===== config.mk =====
export PLATFORM = sky130hd
export DESIGN_NAME = stream_pattern_replace
export DESIGN_NICKNAME = d
export VERILOG_FILES = /design/src/hdl/spr_pkg.sv /design/src/hdl/spr_cfg.sv /design/src/hdl/spr_engine.sv /design/src/hdl/spr_out_buf.sv /design/src/hdl/stream_pattern_replace.sv
export SDC_FILE = /design/constraint.sdc
export NUM_CORES = 1
export LEC_CHECK = 0
export BUFFER_PORTS_ARGS = -buffer_cell sky130_fd_sc_hd__buf_2
export CORE_UTILIZATION = 50
export CTS_CLUSTER_DIAMETER = 150
export DETAILED_ROUTE_END_ITERATION = 8
export GPL_TIMING_DRIVEN = 0
export HOLD_SLACK_MARGIN = 0.15
export PLACE_DENSITY = 0.7
export SETUP_SLACK_MARGIN = 0.15
export SYNTH_ARGS = -nofsm -noshare
export SYNTH_HDL_FRONTEND = slang
export SYNTH_SLANG_ARGS = --single-unit

===== constraint.sdc =====
create_clock -name i_clk -period 12.1 [get_ports i_clk]
set_clock_uncertainty 0.05 [all_clocks]
set_input_delay 0.605 -clock i_clk [delete_from_list [all_inputs] [get_ports i_clk]]
set_output_delay 0.605 -clock i_clk [all_outputs]
set_load 0.05 [all_outputs]

===== src/hdl/spr_pkg.sv =====
// ----------------------------------------------------------------------------
// spr_pkg
// Shared types, constants and helpers for the stream pattern replace block.
// ----------------------------------------------------------------------------
package spr_pkg;

    localparam int MAX_PATTERN = 8;
    localparam int PAT_BYTES   = 8;
    localparam int W_FILL      = $clog2(MAX_PATTERN + 1);
    localparam int W_ADDR      = 5;
    localparam int W_CFG       = 64;

    localparam logic [1:0] REG_OLD_PATTERN = 2'd0;
    localparam logic [1:0] REG_OLD_LEN     = 2'd1;
    localparam logic [1:0] REG_NEW_PATTERN = 2'd2;
    localparam logic [1:0] REG_NEW_LEN     = 2'd3;

    typedef logic [7:0]        t_byte;
    typedef logic [W_FILL-1:0] t_fill;

    typedef struct packed {
        logic [7:0] in_byte;
        logic       in_last;
    } t_in_word;

    typedef struct packed {
        logic [7:0] out_byte;
        logic       out_last;
    } t_out_word;

    typedef struct packed {
        logic [63:0] old_pattern;
        logic [3:0]  old_len;
        logic [63:0] new_pattern;
        logic [3:0]  new_len;
    } t_cfg;

    // window length: zero acts as one, saturate at the window depth
    function automatic t_fill eff_len(input logic [3:0] len);
        int v;
        v = int'(len);
        if (v < 1) v = 1;
        if (v > MAX_PATTERN) v = MAX_PATTERN;
        return W_FILL'(v);
    endfunction

    function automatic t_fill rep_len(input logic [3:0] len, input t_fill l);
        int v;
        v = int'(len);
        if (v > int'(l)) v = int'(l);
        return W_FILL'(v);
    endfunction

    function automatic t_byte pat_byte(input logic [63:0] w, input int k);
        t_byte b;
        b = '0;
        if (k < PAT_BYTES) b = t_byte'(w >> (8 * k));
        return b;
    endfunction

endpackage


===== src/hdl/spr_cfg.sv =====
// ----------------------------------------------------------------------------
// spr_cfg
// APB register file: search/replace patterns and lengths.
// ----------------------------------------------------------------------------
module spr_cfg (
    input  logic                      i_clk,
    input  logic                      i_rst_n,
    input  logic                      psel,
    input  logic                      penable,
    input  logic                      pwrite,
    input  logic [spr_pkg::W_ADDR-1:0] paddr,
    input  logic [spr_pkg::W_CFG-1:0]  pwdata,
    output logic [spr_pkg::W_CFG-1:0]  prdata,
    output logic                      pready,
    output spr_pkg::t_cfg             o_cfg
);
    import spr_pkg::*;

    t_cfg       r_cfg;
    logic       wr_en;
    logic [1:0] reg_idx;

    assign pready  = 1'b1;
    assign wr_en   = psel & penable & pwrite;
    assign reg_idx = paddr[4:3];
    assign o_cfg   = r_cfg;

    always_ff @(posedge i_clk) begin
        if (!i_rst_n) begin
            r_cfg.old_pattern <= '0;
            r_cfg.old_len     <= 4'd1;
            r_cfg.new_pattern <= '0;
            r_cfg.new_len     <= 4'd1;
        end else if (wr_en) begin
            unique case (reg_idx)
                REG_OLD_PATTERN: r_cfg.old_pattern <= pwdata;
                REG_OLD_LEN:     r_cfg.old_len     <= pwdata[3:0];
                REG_NEW_PATTERN: r_cfg.new_pattern <= pwdata;
                REG_NEW_LEN:     r_cfg.new_len     <= pwdata[3:0];
                default: ;
            endcase
        end
    end

    always_comb begin
        unique case (reg_idx)
            REG_OLD_PATTERN: prdata = r_cfg.old_pattern;
            REG_OLD_LEN:     prdata = {60'd0, r_cfg.old_len};
            REG_NEW_PATTERN: prdata = r_cfg.new_pattern;
            REG_NEW_LEN:     prdata = {60'd0, r_cfg.new_len};
            default:         prdata = '0;
        endcase
    end

endmodule


===== src/hdl/spr_engine.sv =====
// ----------------------------------------------------------------------------
// spr_engine
// Input register, sliding window, compare and in-place replace.
// At most one pop and/or one push per cycle; a pop waits for output space.
// ----------------------------------------------------------------------------
module spr_engine (
    input  logic                i_clk,
    input  logic                i_rst_n,
    input  spr_pkg::t_cfg       i_cfg,
    input  logic                i_in_valid,
    output logic                o_in_ready,
    input  spr_pkg::t_in_word   i_in_word,
    input  logic                i_space,
    output logic                o_emit,
    output spr_pkg::t_out_word  o_emit_word
);
    import spr_pkg::*;

    logic     r_in_valid, n_in_valid;
    logic     r_pushed, n_pushed;
    t_in_word r_in;
    t_fill    r_fill, n_fill;
    t_byte    r_win [MAX_PATTERN];
    t_byte    n_win [MAX_PATTERN];

    t_fill    len_l, len_r, pos;
    logic     do_pop, do_push, emit_last, step_done, match, accept;

    assign accept     = i_in_valid & o_in_ready;
    assign o_in_ready = ~r_in_valid | step_done;

    always_comb begin
        len_l     = eff_len(i_cfg.old_len);
        len_r     = rep_len(i_cfg.new_len, len_l);
        do_pop    = 1'b0;
        do_push   = 1'b0;
        emit_last = 1'b0;
        step_done = 1'b0;
        n_pushed  = r_pushed;
        n_fill    = r_fill;

        if (r_in_valid) begin
            if (r_pushed) begin
                // flush after last word
                if (i_space) begin
                    do_pop    = 1'b1;
                    emit_last = (r_fill == W_FILL'(1));
                    step_done = emit_last;
                end
            end else if (r_fill > len_l) begin
                if (i_space) do_pop = 1'b1;
            end else if (r_fill == len_l) begin
                if (i_space) begin
                    do_pop  = 1'b1;
                    do_push = 1'b1;
                end
            end else begin
                do_push = 1'b1;
            end
        end

        if (do_push) begin
            if (r_in.in_last) n_pushed = 1'b1;
            else              step_done = 1'b1;
        end
        if (step_done) n_pushed = 1'b0;

        // shift out oldest
        for (int i = 0; i < MAX_PATTERN; i++) n_win[i] = r_win[i];
        if (do_pop) begin
            for (int i = 0; i < MAX_PATTERN - 1; i++) n_win[i] = r_win[i + 1];
        end

        pos = do_pop ? r_fill - W_FILL'(1) : r_fill;
        if (do_pop && !do_push)      n_fill = r_fill - W_FILL'(1);
        else if (do_push && !do_pop) n_fill = r_fill + W_FILL'(1);

        if (do_push) begin
            for (int i = 0; i < MAX_PATTERN; i++) begin
                if (W_FILL'(i) == pos) n_win[i] = r_in.in_byte;
            end
        end

        match = 1'b1;
        for (int i = 0; i < MAX_PATTERN; i++) begin
            if (W_FILL'(i) < len_l && n_win[i] != pat_byte(i_cfg.old_pattern, i))
                match = 1'b0;
        end
        if (do_push && n_fill == len_l && match) begin
            for (int i = 0; i < MAX_PATTERN; i++) begin
                if (W_FILL'(i) < len_r) n_win[i] = pat_byte(i_cfg.new_pattern, i);
            end
        end

        if (accept)         n_in_valid = 1'b1;
        else if (step_done) n_in_valid = 1'b0;
        else                n_in_valid = r_in_valid;
    end

    assign o_emit               = do_pop;
    assign o_emit_word.out_byte = r_win[0];
    assign o_emit_word.out_last = emit_last;

    always_ff @(posedge i_clk) begin
        if (!i_rst_n) begin
            r_in_valid <= 1'b0;
            r_pushed   <= 1'b0;
            r_fill     <= '0;
        end else begin
            r_in_valid <= n_in_valid;
            r_pushed   <= n_pushed;
            r_fill     <= n_fill;
        end
    end

    always_ff @(posedge i_clk) begin
        if (accept) r_in <= i_in_word;
        for (int i = 0; i < MAX_PATTERN; i++) r_win[i] <= n_win[i];
    end

endmodule


===== src/hdl/spr_out_buf.sv =====
// ----------------------------------------------------------------------------
// spr_out_buf
// Two-entry output skid buffer; space flag is registered-only.
// ----------------------------------------------------------------------------
module spr_out_buf (
    input  logic                i_clk,
    input  logic                i_rst_n,
    input  logic                i_push,
    input  spr_pkg::t_out_word  i_push_word,
    output logic                o_space,
    output logic                o_out_valid,
    input  logic                i_out_ready,
    output spr_pkg::t_out_word  o_out_word
);
    import spr_pkg::*;

    t_out_word  r_mem [2];
    logic       r_wptr, r_rptr;
    logic [1:0] r_cnt, n_cnt;
    logic       pop;

    assign o_space     = (r_cnt != 2'd2);
    assign o_out_valid = (r_cnt != 2'd0);
    assign o_out_word  = r_mem[r_rptr];
    assign pop         = o_out_valid & i_out_ready;

    always_comb begin
        n_cnt = r_cnt;
        if (i_push && !pop)      n_cnt = r_cnt + 2'd1;
        else if (pop && !i_push) n_cnt = r_cnt - 2'd1;
    end

    always_ff @(posedge i_clk) begin
        if (!i_rst_n) begin
            r_wptr <= 1'b0;
            r_rptr <= 1'b0;
            r_cnt  <= 2'd0;
        end else begin
            r_cnt <= n_cnt;
            if (i_push) r_wptr <= ~r_wptr;
            if (pop)    r_rptr <= ~r_rptr;
        end
    end

    always_ff @(posedge i_clk) begin
        if (i_push) r_mem[r_wptr] <= i_push_word;
    end

endmodule


===== src/hdl/stream_pattern_replace.sv =====
// ----------------------------------------------------------------------------
// stream_pattern_replace
// Byte stream search and replace over a sliding window of old_len bytes.
//
//   channel   dir  handshake            payload
//   in        in   i_in_valid/o_in_ready   i_in_word  (in_byte, in_last)
//   out       out  o_out_valid/i_out_ready o_out_word (out_byte, out_last)
//   cfg       in   APB psel/penable        paddr/pwdata/prdata
//
// Steady state: one word per cycle in and out while the output buffer has
// space, set by the one pop/push window step. A last word flushes the whole
// window; a shortened old_len pops the excess bytes before the next push.
// Synchronous active-low reset empties the window and buffers.
// Input acceptance sees i_out_ready only through the registered space flag.
// ----------------------------------------------------------------------------
module stream_pattern_replace (
    input  logic                       i_clk,
    input  logic                       i_rst_n,
    input  logic                       i_in_valid,
    output logic                       o_in_ready,
    input  spr_pkg::t_in_word          i_in_word,
    output logic                       o_out_valid,
    input  logic                       i_out_ready,
    output spr_pkg::t_out_word         o_out_word,
    input  logic                       psel,
    input  logic                       penable,
    input  logic                       pwrite,
    input  logic [spr_pkg::W_ADDR-1:0] paddr,
    input  logic [spr_pkg::W_CFG-1:0]  pwdata,
    output logic [spr_pkg::W_CFG-1:0]  prdata,
    output logic                       pready
);
    import spr_pkg::*;

    t_cfg      cfg;
    logic      emit, space;
    t_out_word emit_word;

    spr_cfg u_cfg (
        .i_clk   (i_clk),
        .i_rst_n (i_rst_n),
        .psel    (psel),
        .penable (penable),
        .pwrite  (pwrite),
        .paddr   (paddr),
        .pwdata  (pwdata),
        .prdata  (prdata),
        .pready  (pready),
        .o_cfg   (cfg)
    );

    spr_engine u_engine (
        .i_clk       (i_clk),
        .i_rst_n     (i_rst_n),
        .i_cfg       (cfg),
        .i_in_valid  (i_in_valid),
        .o_in_ready  (o_in_ready),
        .i_in_word   (i_in_word),
        .i_space     (space),
        .o_emit      (emit),
        .o_emit_word (emit_word)
    );

    spr_out_buf u_out_buf (
        .i_clk       (i_clk),
        .i_rst_n     (i_rst_n),
        .i_push      (emit),
        .i_push_word (emit_word),
        .o_space     (space),
        .o_out_valid (o_out_valid),
        .i_out_ready (i_out_ready),
        .o_out_word  (o_out_word)
    );

endmodule


==> flow_results.org <==
** Outcome
- The run finished with clean final reports.

** Global route
- Largest net degree at the start of global routing :: 15
- The number of global-route vias before repair came to 10800.
- Number of antenna violations at the first check in global routing :: 1
- Global-route wire length before repair :: 62.72 mm
- For this run the aggregate overflow at the end of global routing stands at 0.
- Global routing consumed, over all layers together, 31.09% of the routing resources.

** Synth
- The commonest cells after synthesis are sky130_fd_sc_hd__nand2_1, sky130_fd_sc_hd__dfxtp_1, sky130_fd_sc_hd__mux2i_1, sky130_fd_sc_hd__a21boi_0, sky130_fd_sc_hd__nor2_1.
- Synthesis produced a netlist whose cell count is 1459.
- Of all cell types, the one taking the most synthesized area is sky130_fd_sc_hd__dfxtp_1.
- Synthesis inferred 238 register bits.
- By instance count, the leading cell after synthesis is sky130_fd_sc_hd__nand2_1.
- Async SR Flop Fraction :: 0%
- Synth warnings :: 0
- Among all flip-flop cells after synthesis, the most frequent one is sky130_fd_sc_hd__dfxtp_1.
- Cell types occupying the most area after synthesis :: sky130_fd_sc_hd__dfxtp_1, sky130_fd_sc_hd__mux2i_1, sky130_fd_sc_hd__nand2_1
- Counting every net in the synthesized netlist gives 1556.
- Unique masters post-synth :: 58
- Mapped Area :: 13030 µm²
- Yosys mapped a number of flops with a built-in enable equal to 27.
- For this run, the register share of the synthesized area comes to 38.64%.
- Syn avg cell area :: 8.931 µm²
- Of the post-synthesis cell area, the dominant cell type holds 32.42%.

** Clock tree
- TritonCTS built the clock tree.
- Number of buffers added by the clock tree synthesis step :: 26
- No sink is reached through more buffers than the 3 on the longest clock path.
- Clock tree synthesis found a total of 238 sinks.
- In this run, post-CTS hold repair placed 0 buffers.
- Clk pin slew, worst setup/hold paths :: 0.06 ns
- Post_cts resized :: 0
- Depth of the CTS H-tree :: 1
- Root buffer cell :: sky130_fd_sc_hd__clkbuf_16
- For the worst-skew pair, the clock arrives at the later sink with an insertion delay of 0.55 ns.
- Setup Fix Bufs, Post-CTS :: 0

** Layout
- Area growth from synthesis to layout :: 16.53%
- Final antenna diode count :: 0
- Area used by sequential logic in the layout :: 5035 µm²
- In the final design database the tool counted 1739 nets.
- Post-route cell area :: 15180 µm²
- Filler cell count in the final layout :: 2322
- In the final layout, the share of cells above drive strength 1 is 18.54%.
- In the final layout, the multi-input gates occupy 7328 µm².

** Drt
- Antenna viol nets, final :: 0
- For this run, design rule violations remaining after detail routing come to 0.
- The first detailed-routing pass ran for 5 iterations.
- Vias per Instance :: 5.695
- Detailed router's first-iteration violation count :: 891
- Total Wirelength :: 41.55 mm
- Number of vias after detailed routing :: 11340
- Dividing the detail-routed wire length by the instance count gives 20.87 µm.

** Power
- Overall Power :: 3.008 mW
- Pwr per Cell Area :: 198.1 nW/µm²
- Leakage power :: 6.226 nW
- The worst-case IR drop observed on VDD is 0.1554 mV.

** Timing
- Setup-failing EPs final :: 0
- For the final routed database, the setup TNS stands at 0 ns.
- Post-route minimum period :: 6.631 ns
- Dividing the final minimum period by the clock period gives 54.80%.
- Final hold analysis gives a worst-case slack of 0.1915 ns.
- For the pin with the worst max-slew slack, the measured transition is 1.202 ns.
- The number of endpoints with negative hold slack in the final report is 0.
- Setup repair after global routing left no endpoint under its margin.
- The final number of max-transition violations is 0.
- Max-slew headroom at the worst pin :: 19.87%
- Static timing analysis puts the maximum clock frequency at 150.8 MHz.
- In the post-route analysis, the smallest setup slack over all paths is 5.469 ns.

** Floorplanning
- The die covers 26710 µm².
- Area of the core region :: 25400 µm²
- For this design the top-level I/O count stands at 161.
- Once the floorplan was initialized, standard cells occupied 51.30% of the core.
- From bottom edge to top edge, the die measures 163.4 µm.
- The floorplan step set the die width to 163.4 µm.
- In this run the core area contains 58 standard-cell rows.

** Critical path
- STA classifies the critical path endpoint as a register.
- By startpoint and endpoint, the worst setup path is classified as register to register.
- For the worst setup path, the data required time is 12.48 ns.
- Of all nets on the critical path, the largest fanout is 10.
- Arrival time of data at the critical path endpoint :: 7.01 ns
- Sort of element at the start of the critical path :: register

** Place
- Dpl ws :: 5.599 ns
- Half-perimeter wire length after placement :: 30.23 mm
- Number of I/O port buffers :: 154
- Last weighted congestion value of the routability-driven placer :: 0.9425
- Placement Cell Area :: 14230 µm²

** Run
- The tool flagged a number of max-cap violations equal to 0.

** Min path
- Worst min path class :: input pin to register
## worst paths after layout
check                  start  slack, ns  cells after the start                    end
max reg2reg  u_cfg.o_cfg[71]       5.47                     17  u_engine.r_win[1][11]
min             i_in_word[8]       0.19                      1       u_engine.r_in[8]
max          u_cfg.o_cfg[71]       5.47                     17  u_engine.r_win[1][11]
min reg2reg  u_cfg.o_cfg[29]       0.41                      2  u_engine.r_win[0][25]
## cells by family (layout without fill, tap and decap cells)
kind of cell             Yosys count  in the layout  synth area share [%]
multiplexers                     260            260                 21.09
buffers and inverters            172            374                 5.156
flip-flops                       238            238                 38.64
other                              1              1               0.02878
AND/OR/NAND/NOR                  451            451                 14.95
XOR/XNOR                          59             59                 3.966
AO/OA/AOI/OAI                    265            265                 14.94
adder cells (fa/ha/maj)           13             13                 1.229
## through the flow
stage | std cells | utilization (%)
2_1_floorplan | 1459 | -
3_3_place_gp | 1943 | 55.96
3_5_place_dp | 1944 | 56.04
4_1_cts | 1991 | 59.78
5_1_grt | 1991 | 59.78
6_report | 1991 | 59.78
## cell type report
cell class / count / area share [%]
multi-input combinational: 1049 / 48.27
sequential: 238 / 33.16
timing repair buffer: 155 / 5.175
clock buffer: 35 / 4.977
tap: 330 / 2.719
buffer: 99 / 2.621
inverter: 73 / 1.805
clock inverter: 12 / 1.277
## cells in the final DEF (no fill, tap or decap), types with 25 or more instances in the layout
| master | n |
|---|---|
| sky130_fd_sc_hd__nand2_1 | 280 |
| sky130_fd_sc_hd__o211ai_1 | 39 |
| sky130_fd_sc_hd__buf_2 | 163 |
| sky130_fd_sc_hd__dfxtp_1 | 211 |
| sky130_fd_sc_hd__clkbuf_1 | 77 |
| sky130_fd_sc_hd__xnor2_1 | 35 |
| sky130_fd_sc_hd__mux2_2 | 76 |
| sky130_fd_sc_hd__edfxtp_1 | 27 |
| sky130_fd_sc_hd__clkbuf_16 | 27 |
| sky130_fd_sc_hd__inv_1 | 73 |
| sky130_fd_sc_hd__nor2_1 | 88 |
| sky130_fd_sc_hd__a21boi_0 | 131 |
| sky130_fd_sc_hd__o21ai_0 | 25 |
| sky130_fd_sc_hd__mux2i_1 | 180 |
## routing by layer
metal / track usage [%] / wire (µm) / up-vias
li1: - / - / 5411
met1: 41.81 / 17920 / 5396
met2: 49.27 / 18950 / 431
met3: 5.130 / 2958 / 99
met4: 12.79 / 1720 / 2
met5: 0 / 9 / -
## power by group
part / leakage [nW] / internal [mW] / switching, mW
combinational: 3.79 / 0.449 / 0.632
sequential: 1.97 / 0.935 / 0.109
clock: 0.463 / 0.544 / 0.339
total: 6.23 / 1.93 / 1.08
## worst max-delay path, cell delays in order, from the launching register on
cell                        delay, ns
sky130_fd_sc_hd__dfxtp_1         0.30
sky130_fd_sc_hd__clkbuf_1        0.43
sky130_fd_sc_hd__inv_1           0.30
sky130_fd_sc_hd__nand2_1         0.20
sky130_fd_sc_hd__ha_1            0.26
sky130_fd_sc_hd__o21a_1          0.20
sky130_fd_sc_hd__or3_1           0.32
sky130_fd_sc_hd__nand3_2         0.24
sky130_fd_sc_hd__mux2i_1         0.64
sky130_fd_sc_hd__o211a_1         0.26
sky130_fd_sc_hd__buf_4           0.19
sky130_fd_sc_hd__mux2i_1         0.31
sky130_fd_sc_hd__xor2_1          0.11
sky130_fd_sc_hd__nor4_1          0.74
sky130_fd_sc_hd__nand4_1         0.35
sky130_fd_sc_hd__a2111oi_4       0.74
sky130_fd_sc_hd__nand4b_2        0.45
sky130_fd_sc_hd__mux2_2          0.40
## flip-flops by register name, indices dropped and copies added, names as in the netlist, 2 cells and up, named ones only
name             cells
u_engine.r_win      64
u_cfg.o_cfg        136
u_engine.r_fill      4
u_out_buf.r_mem     18
u_out_buf.r_cnt      2
u_engine.r_in        9
Note: power is estimated with default switching activity, not from simulation.
